==> src/hdl/prd_pkg.sv <==
`default_nettype none

package prd_pkg;

  // fixed widths of the time base register and the rounded quotient
  localparam int TB_W = 24;
  localparam int QR_W = TB_W + 1;

  // parameter defaults
  localparam int DEFAULT_RELEASE_DEPTH = 16;
  localparam int DEFAULT_TIME_WIDTH    = 48;

  // configuration port
  localparam int CFG_IDX_W  = 1;
  localparam int CFG_DATA_W = TB_W;
  localparam logic [CFG_IDX_W-1:0] CFG_TIME_BASE  = 1'b0;
  localparam logic [CFG_IDX_W-1:0] CFG_IGNORE_PTS = 1'b1;
  localparam logic [TB_W-1:0] TIME_BASE_RESET = 24'd1000000;

  // item modes
  localparam logic MODE_PUSH  = 1'b0;
  localparam logic MODE_FLUSH = 1'b1;

  // items waiting between front and back
  localparam int QUEUE_DEPTH = 2;

  // frame rates that get a class
  localparam int HZ_24 = 24;
  localparam int HZ_25 = 25;
  localparam int HZ_30 = 30;
  localparam int HZ_50 = 50;
  localparam int HZ_60 = 60;

  typedef enum logic [2:0] {
    RATE_NONE = 3'd0,
    RATE_24   = 3'd1,
    RATE_25   = 3'd2,
    RATE_30   = 3'd3,
    RATE_50   = 3'd4,
    RATE_60   = 3'd5
  } rate_class_t;

  // commands from the sequencer to the sorted store
  typedef struct packed {
    logic ins;
    logic pop;
    logic clr;
  } store_cmd_t;

  // rounded frame rate to class
  function automatic rate_class_t rate_class_of(input logic [QR_W-1:0] rate);
    rate_class_t cls;
    begin
      unique case (rate)
        QR_W'(HZ_24): cls = RATE_24;
        QR_W'(HZ_25): cls = RATE_25;
        QR_W'(HZ_30): cls = RATE_30;
        QR_W'(HZ_50): cls = RATE_50;
        QR_W'(HZ_60): cls = RATE_60;
        default:      cls = RATE_NONE;
      endcase
      return cls;
    end
  endfunction

endpackage

`default_nettype wire

==> src/hdl/prd_front.sv <==
`default_nettype none

module prd_front #(
  parameter int TIME_WIDTH = prd_pkg::DEFAULT_TIME_WIDTH
) (
  input  wire logic                  clk,
  input  wire logic                  rst_n,
  input  wire logic                  start,
  output logic                       busy,
  input  wire logic                  in_mode,
  input  wire logic [TIME_WIDTH-1:0] in_decode_time,
  input  wire logic                  in_decode_valid,
  input  wire logic [TIME_WIDTH-1:0] in_present_time,
  input  wire logic                  in_present_valid,
  input  wire logic                  ignore_pts,
  output logic                       q_valid,
  input  wire logic                  q_ready,
  output logic                       q_mode,
  output logic [TIME_WIDTH-1:0]      q_decode_time,
  output logic                       q_decode_valid,
  output logic [TIME_WIDTH-1:0]      q_present_time,
  output logic                       q_present_valid,
  output logic [TIME_WIDTH-1:0]      q_key
);
  import prd_pkg::*;

  localparam int QP_W = (QUEUE_DEPTH > 1) ? $clog2(QUEUE_DEPTH) : 1;
  localparam int QC_W = $clog2(QUEUE_DEPTH + 1);

  logic                  mode_q    [QUEUE_DEPTH];
  logic [TIME_WIDTH-1:0] dt_q      [QUEUE_DEPTH];
  logic                  dv_q      [QUEUE_DEPTH];
  logic [TIME_WIDTH-1:0] pt_q      [QUEUE_DEPTH];
  logic                  pv_q      [QUEUE_DEPTH];
  logic [TIME_WIDTH-1:0] key_q     [QUEUE_DEPTH];

  logic [QP_W-1:0] wr_ptr_r, wr_ptr_nxt;
  logic [QP_W-1:0] rd_ptr_r, rd_ptr_nxt;
  logic [QC_W-1:0] cnt_r, cnt_nxt;

  logic                  accept;
  logic                  take;
  logic                  pv;
  logic [TIME_WIDTH-1:0] key;

  // classify the incoming item
  assign pv  = in_present_valid && !ignore_pts;
  assign key = pv ? in_present_time : (in_decode_valid ? in_decode_time : '0);

  assign busy    = (cnt_r == QC_W'(QUEUE_DEPTH));
  assign accept  = start && !busy;
  assign q_valid = (cnt_r != '0);
  assign take    = q_valid && q_ready;

  // queue pointers and fill count
  always_comb begin
    wr_ptr_nxt = wr_ptr_r;
    rd_ptr_nxt = rd_ptr_r;
    cnt_nxt    = cnt_r;
    if (accept) begin
      wr_ptr_nxt = (wr_ptr_r == QP_W'(QUEUE_DEPTH - 1)) ? '0 : wr_ptr_r + 1'b1;
    end
    if (take) begin
      rd_ptr_nxt = (rd_ptr_r == QP_W'(QUEUE_DEPTH - 1)) ? '0 : rd_ptr_r + 1'b1;
    end
    if (accept && !take) begin
      cnt_nxt = cnt_r + 1'b1;
    end else if (take && !accept) begin
      cnt_nxt = cnt_r - 1'b1;
    end
  end

  always_ff @(posedge clk) begin
    if (!rst_n) begin
      wr_ptr_r <= '0;
      rd_ptr_r <= '0;
      cnt_r    <= '0;
    end else begin
      wr_ptr_r <= wr_ptr_nxt;
      rd_ptr_r <= rd_ptr_nxt;
      cnt_r    <= cnt_nxt;
    end
  end

  // queue payload
  always_ff @(posedge clk) begin
    if (accept) begin
      mode_q[wr_ptr_r] <= in_mode;
      dt_q[wr_ptr_r]   <= in_decode_time;
      dv_q[wr_ptr_r]   <= in_decode_valid;
      pt_q[wr_ptr_r]   <= in_present_time;
      pv_q[wr_ptr_r]   <= pv;
      key_q[wr_ptr_r]  <= key;
    end
  end

  assign q_mode          = mode_q[rd_ptr_r];
  assign q_decode_time   = dt_q[rd_ptr_r];
  assign q_decode_valid  = dv_q[rd_ptr_r];
  assign q_present_time  = pt_q[rd_ptr_r];
  assign q_present_valid = pv_q[rd_ptr_r];
  assign q_key           = key_q[rd_ptr_r];

endmodule

`default_nettype wire

==> config.mk <==
export PLATFORM = sky130hd
export DESIGN_NAME = prd_front
export DESIGN_NICKNAME = d
export VERILOG_FILES = /design/src/hdl/prd_pkg.sv /design/src/hdl/prd_front.sv
export SDC_FILE = /design/constraint.sdc
export NUM_CORES = 1
export LEC_CHECK = 0
export BUFFER_PORTS_ARGS = -buffer_cell sky130_fd_sc_hd__buf_2
export CAP_MARGIN = 0
export CORE_ASPECT_RATIO = 0.6
export CORE_UTILIZATION = 50
export DETAILED_ROUTE_END_ITERATION = 10
export GPL_ROUTABILITY_DRIVEN = 0
export HOLD_SLACK_MARGIN = 0.08
export PLACE_DENSITY = 0.74
export RECOVER_POWER = 100
export SETUP_SLACK_MARGIN = 0.3
export SYNTH_ARGS = -nofsm -noshare
export SYNTH_HDL_FRONTEND = slang
export SYNTH_SLANG_ARGS = --single-unit
==> constraint.sdc <==
create_clock -name clk -period 8.15 [get_ports clk]
set_input_delay 0 -clock clk [delete_from_list [all_inputs] [get_ports clk]]
set_output_delay 0 -clock clk [all_outputs]
set_load 0.05 [all_outputs]
# After elaboration in Yosys (flattened, before gate mapping)
# Memory sizes are Yosys's and may differ from the RTL's. A register that Yosys moved wholly into a read port is not among the register bits.
# Index checks and enable logic that the tools add are counted.
# classes
n_reduce_logical,11
addsub,4
mux,20
n_eq_ne,1
# op_table
op,n
2-to-1 mux 48 bit,2
2-to-1 mux 1 bit,16
logical AND 1 bit,5
logical NOT 1 bit,4
2-to-1 mux 2 bit,2
nonzero test 2 bit,2
"adder 1 bit, second input constant",2
"adder 2 x 1 -> 2 bit, second input constant",1
"equality test 2 bit, second input constant",1
"subtractor 2 x 1 -> 2 bit, second input constant",1
# word_totals
n_memories,6
register_bits,4
inputBits,104
mem_bits_rw,294
wordCells,45
out_inout_bits,149
# memory_table
memory,words,width,rd,rd_clocked_by_memory_dff,wr,line_no,text
dt_q,2,48,1,1,1,prd_front.sv:31,logic [TIME_WIDTH-1:0] dt_q [QUEUE_DEPTH];
key_q,2,48,1,1,1,prd_front.sv:35,logic [TIME_WIDTH-1:0] key_q [QUEUE_DEPTH];
pt_q,2,48,1,1,1,prd_front.sv:33,logic [TIME_WIDTH-1:0] pt_q [QUEUE_DEPTH];
dv_q,2,1,1,1,1,prd_front.sv:32,logic dv_q [QUEUE_DEPTH];
mode_q,2,1,1,1,1,prd_front.sv:30,logic mode_q [QUEUE_DEPTH];
pv_q,2,1,1,1,1,prd_front.sv:34,logic pv_q [QUEUE_DEPTH];

# Depth between registers and ports, before layout
# depth
depth_word,7
depth_mapped,7
depth_no_buf,7

# Least setup slack after synthesis
# No wires, ideal clock.
# synth_path
path_type,flip-flop to flip-flop
start,reg cnt_r[0]
end,mem dt_q[0][0] (netlist name) (enable)
t_arrival_ps,6336
path_buffers,0
setup_time_ps,628
t_required_ps,7522
path_stages_with_launch,4
setup_slack_ps,1186
synth_period_minus_slack_ps,6964
path_cell_list,dfxtp_1 > nand2b_1 > inv_2 > nor3_2
# synth_via
elab_chain_len,5
# synth_lines
element,line_no,text
start: declaration,prd_front.sv:39,"logic [QC_W-1:0] cnt_r, cnt_nxt;"
start signal: assignment,prd_front.sv:81,cnt_r <= cnt_nxt;
equality test 2 bit,prd_front.sv:50,assign busy = (cnt_r == QC_W'(QUEUE_DEPTH));
named net busy,prd_front.sv:9,"output logic busy,"
logical NOT 1 bit,prd_front.sv:51,assign accept = start && !busy;
logical AND 1 bit,prd_front.sv:51,
2-to-1 mux 1 bit,prd_front.sv:87,if (accept) begin
2-to-1 mux 1 bit (implied by the code),prd_front.sv:89,dt_q[wr_ptr_r] <= in_decode_time;
end: declaration,prd_front.sv:31,
# The timed path passes the listed nets, and every way through them passes these cells.

==> flow_summary.html <==
<table>
<tr><th>Metric</th><th>Value</th></tr>
<tr><th colspan="2">Finish</th></tr>
<tr><td>Leading cell type in the layout, fill and taps excluded</td><td>edfxtp_1</td></tr>
<tr><td>Fillers</td><td>1764</td></tr>
<tr><td>Post-route cell area</td><td>14800 sq um</td></tr>
<tr><td>Layout overhead on the synthesized area</td><td>22.6%</td></tr>
<tr><td>Proportion of layout cells with a drive suffix above 1</td><td>0.166</td></tr>
<tr><td>Number of nets in the final layout</td><td>1105</td></tr>
<tr><td>Highest-count cells in the layout ignoring fill and taps</td><td>edfxtp_1, clkbuf_1, mux2_1, buf_2, dlygate4sd3_1</td></tr>
<tr><th colspan="2">Global routing</th></tr>
<tr><td>Antenna violations before repair</td><td>1</td></tr>
<tr><td>GRT Resource Usage Total</td><td>0.197</td></tr>
<tr><td>Via count of the first global-routing pass</td><td>6835</td></tr>
<tr><td>Sum of overflow across all layers after global routing</td><td>0</td></tr>
<tr><td>Maximum number of pins on one net before global-route repair</td><td>127</td></tr>
<tr><td>Global-route wire length before repair</td><td>37300 microns</td></tr>
<tr><th colspan="2">Yosys</th></tr>
<tr><td>Netlist cell types</td><td>30</td></tr>
<tr><td>Avg Synthesized Cell Area</td><td>18.8 sq um</td></tr>
<tr><td>Post-Synthesis Cells</td><td>643</td></tr>
<tr><td>Number of synthesis warnings</td><td>0</td></tr>
<tr><td>Post-Syn Area</td><td>12100 sq um</td></tr>
<tr><td>Number of flops mapped to enable cells by yosys</td><td>294</td></tr>
<tr><td>Synth async-reset ratio</td><td>0</td></tr>
<tr><td>Post-synth top flop</td><td>edfxtp_1</td></tr>
<tr><td>Flops &amp; latches, synth</td><td>299</td></tr>
<tr><td>Share of the yosys chip area belonging to registers</td><td>0.741</td></tr>
<tr><td>Synth Net Count</td><td>748</td></tr>
<tr><th colspan="2">Die</th></tr>
<tr><td>Width of the chip</td><td>202 microns</td></tr>
<tr><td>Total number of placement rows</td><td>43</td></tr>
<tr><td>Die boundary height</td><td>122 microns</td></tr>
<tr><td>Effective utilization at floorplan</td><td>0.516</td></tr>
<tr><td>Die ar.</td><td>24800 sq um</td></tr>
<tr><td>Number of primary I/O pins</td><td>253</td></tr>
<tr><td>Placeable core area</td><td>23300 sq um</td></tr>
<tr><th colspan="2">Min path</th></tr>
<tr><td>Hold Path Stages</td><td>2</td></tr>
<tr><td>Start point of the worst min-delay path</td><td>in_mode</td></tr>
<tr><td>Type of the tightest min-delay check</td><td>input port to flip-flop</td></tr>
<tr><td>Sink of the worst hold path</td><td>mode_q[0]</td></tr>
<tr><th colspan="2">Critical path</th></tr>
<tr><td>FF-to-FF Start</td><td>cnt_r[0]</td></tr>
<tr><td>Worst Setup Start Kind</td><td>flip-flop</td></tr>
<tr><td>Reg-to-reg setup timing slack</td><td>3.45 ns</td></tr>
<tr><td>Type of element capturing the critical path</td><td>output port</td></tr>
<tr><td>Crit path kind</td><td>flip-flop to output port</td></tr>
<tr><td>Required arrival time at the worst endpoint</td><td>8.15 ns</td></tr>
<tr><td>Worst path cell trace</td><td>clkbuf_1 &gt; mux2_2 &gt; clkbuf_1</td></tr>
<tr><td>Cell with the most instances on the worst path</td><td>clkbuf_1</td></tr>
<tr><td>R2R depth</td><td>3</td></tr>
<tr><td>CP bufs+invs</td><td>2</td></tr>
<tr><td>Critical Path Fanout Max</td><td>51</td></tr>
<tr><td>Worst path slowest cell</td><td>dfxtp_1</td></tr>
<tr><td>Arrival time of data at the critical path endpoint</td><td>4.98 ns</td></tr>
<tr><td>Largest delay share family, worst path</td><td>buffers and inverters</td></tr>
<tr><td>Critical register-to-register path endpoint</td><td>key_q[1][30]</td></tr>
<tr><td>Largest stage delay on the critical path</td><td>1.92 ns</td></tr>
<tr><th colspan="2">Job</th></tr>
<tr><td>Max-capacitance violation count</td><td>8</td></tr>
<tr><th colspan="2">STA</th></tr>
<tr><td>Peak Freq</td><td>201 MHz</td></tr>
<tr><td>Clk_skew</td><td>0.00819 ns</td></tr>
<tr><td>Worst slew margin relative to its limit</td><td>-1.80</td></tr>
<tr><td>Fin crit share</td><td>0.611</td></tr>
<tr><td>Slew of the pin with the lowest slew margin</td><td>4.20 ns</td></tr>
<tr><td>Hold slack</td><td>0.216 ns</td></tr>
<tr><td>Total setup violations reported at the end of the flow</td><td>0</td></tr>
<tr><td>RSZ-0062 raised after global routing</td><td>no</td></tr>
<tr><td>Post-route setup TNS</td><td>0 ns</td></tr>
<tr><td>Shortest period the worst path allows</td><td>4.98 ns</td></tr>
<tr><td>Worst Setup Slack, final</td><td>3.17 ns</td></tr>
<tr><td>Number of hold-slack violations in the final timing report</td><td>0</td></tr>
<tr><td>Final Max Slew Viols</td><td>454</td></tr>
<tr><th colspan="2">Detailed routing</th></tr>
<tr><td>Via count</td><td>6740</td></tr>
<tr><td>WL per Instance</td><td>18.7 microns</td></tr>
<tr><td>Number of optimization iterations in the first detailed-route pass</td><td>5</td></tr>
<tr><td>Total wire length</td><td>24900 microns</td></tr>
<tr><td>Initial DRC Count</td><td>463</td></tr>
<tr><td>Antenna-violating nets left</td><td>0</td></tr>
<tr><td>Number of remaining DRC errors</td><td>0</td></tr>
<tr><td>Vias per std cell</td><td>5.05</td></tr>
<tr><th colspan="2">CTS</th></tr>
<tr><td>Level count of the clock H-tree</td><td>1</td></tr>
<tr><td>Number of buffers inserted to repair setup after CTS</td><td>0</td></tr>
<tr><td>Clock tree from TritonCTS</td><td>built</td></tr>
<tr><td>Clock tree root driver cell</td><td>clkbuf_16</td></tr>
<tr><td>Number of sinks handled by clock tree synthesis</td><td>299</td></tr>
<tr><td>CTS Buffer Depth</td><td>3</td></tr>
<tr><td>TritonCTS buffer count</td><td>27</td></tr>
<tr><td>Clock slew seen by the registers of the worst setup and hold paths</td><td>0.06 ns</td></tr>
<tr><td>Clock insertion delay at the later pin of the skew report</td><td>0.53 ns</td></tr>
<tr><th colspan="2">Pwr</th></tr>
<tr><td>Leakage Power</td><td>5.19 nW</td></tr>
<tr><td>Power density cells</td><td>344 nW/um^2</td></tr>
<tr><td>IR drop worst, VDD</td><td>0.264 mV</td></tr>
<tr><th colspan="2">Outcome</th></tr>
<tr><td>Violated checks</td><td>capacitance limit, slew limit</td></tr>
<tr><td>Status</td><td>finished, violations left</td></tr>
<tr><th colspan="2">Placed design</th></tr>
<tr><td>Placed wire-length estimate</td><td>14300 microns</td></tr>
<tr><td>Post-placement setup slack</td><td>5.54 ns</td></tr>
<tr><td>Port-buffer cells</td><td>252</td></tr>
<tr><td>Instance area after placement</td><td>13400 sq um</td></tr>
</table>
==> state kept, by name, summed over array words and instances, names as in the netlist, named ones only <==
signal    count
dt_q         96
key_q        96
pt_q         96
cnt_r         2
dv_q          2
mode_q        2
pv_q          2
rd_ptr_r      1
wr_ptr_r      1
==> cells by family after synthesis <==
group                      after synthesis  synth area share
AOI/OAI and AO/OA                       53            0.0226
buffers and inverters                   34            0.0300
and+or+nand+nor                        106            0.0352
DFF                                    299             0.741
xor gates and xnor gates                 3           0.00218
adders and majority gates                1           0.00104
muxes                                  147             0.168
==> worst register-to-register path: stages (launching register included) <==
cell and delay (ns):
dfxtp_1 0.40, nand2b_1 0.17, and3_1 0.88, clkbuf_1 2.72
==> cell type report <==
class,instances,area (sq um),area share
clock buffers,36,749,0.0507
multi-input cells,310,2400,0.163
inverters,2,7.51,0.000508
flip-flops and latches,299,8930,0.604
repair buffers,360,2130,0.144
clock inverters,11,160,0.0108
diodes,1,2.50,0.000169
well taps,315,394,0.0267
==> per-stage QoR <==
step,util,power (mW),cells
2_1_floorplan,-,3.69,643
3_3_place_gp,0.576,3.95,1185
3_5_place_dp,0.576,3.97,1185
4_1_cts,0.658,5.31,1333
5_1_grt,0.633,5.27,1334
6_report,0.633,5.09,1334
==> synth_stat cells, types with 2 or more instances <==
| master | count | share of area |
|---|---|---|
| clkbuf_2 | 2 | 0.00083 |
| buf_2 | 7 | 0.0029 |
| nand2_1 | 96 | 0.030 |
| mux2_4 | 100 | 0.12 |
| buf_12 | 10 | 0.017 |
| clkbuf_1 | 4 | 0.0012 |
| buf_6 | 7 | 0.0065 |
| xnor2_1 | 2 | 0.0015 |
| o21ai_1 | 18 | 0.0075 |
| o21ai_0 | 32 | 0.013 |
| dfxtp_1 | 5 | 0.0083 |
| edfxtp_1 | 294 | 0.73 |
| and2_1 | 3 | 0.0016 |
| buf_4 | 2 | 0.0012 |
| mux2_2 | 17 | 0.016 |
| mux2_1 | 30 | 0.028 |
==> how the worst max path moves through the flow <==
stage               from  cells after the start  slack [ns]                  to
5_1_grt        flip-flop                      3        2.74  q_present_time[31]
2_1_floorplan   cnt_r[0]                      3        1.19          dt_q[0][0]
4_1_cts        flip-flop                      3        4.98  q_present_time[45]
3_5_place_dp   flip-flop                      3        5.54  q_present_time[45]
6_report       flip-flop                      3        3.17  q_present_time[26]
3_3_place_gp   flip-flop                      3        5.57  q_present_time[46]
==> per-layer routing <==
layer  part of all wire  global-route usage  vias up  wire length (microns)
li1                   -                   -     3142                      -
met1               0.43               0.265     3305                  10700
met2               0.46               0.319      264                  11600
met3              0.092              0.0645       29                   2300
met4              0.012              0.0343        0                    291
met5                  0                   0        -                      0
==> report_power, final <==
part | internal (mW) | switching [mW] | leakage (nW)
combinational | 0.424 | 1.33 | 1.94
sequential | 1.95 | 0.0815 | 2.81
clock | 0.770 | 0.529 | 0.447
==> repair_timing <==
item | CTS | global route
hold buffers | 101 | 0
gates resized for setup | 0 | 0
hold endpoints to repair | 336 | 0
setup endpoints to repair | 0 | 0
(Power assumes the default switching activity.)
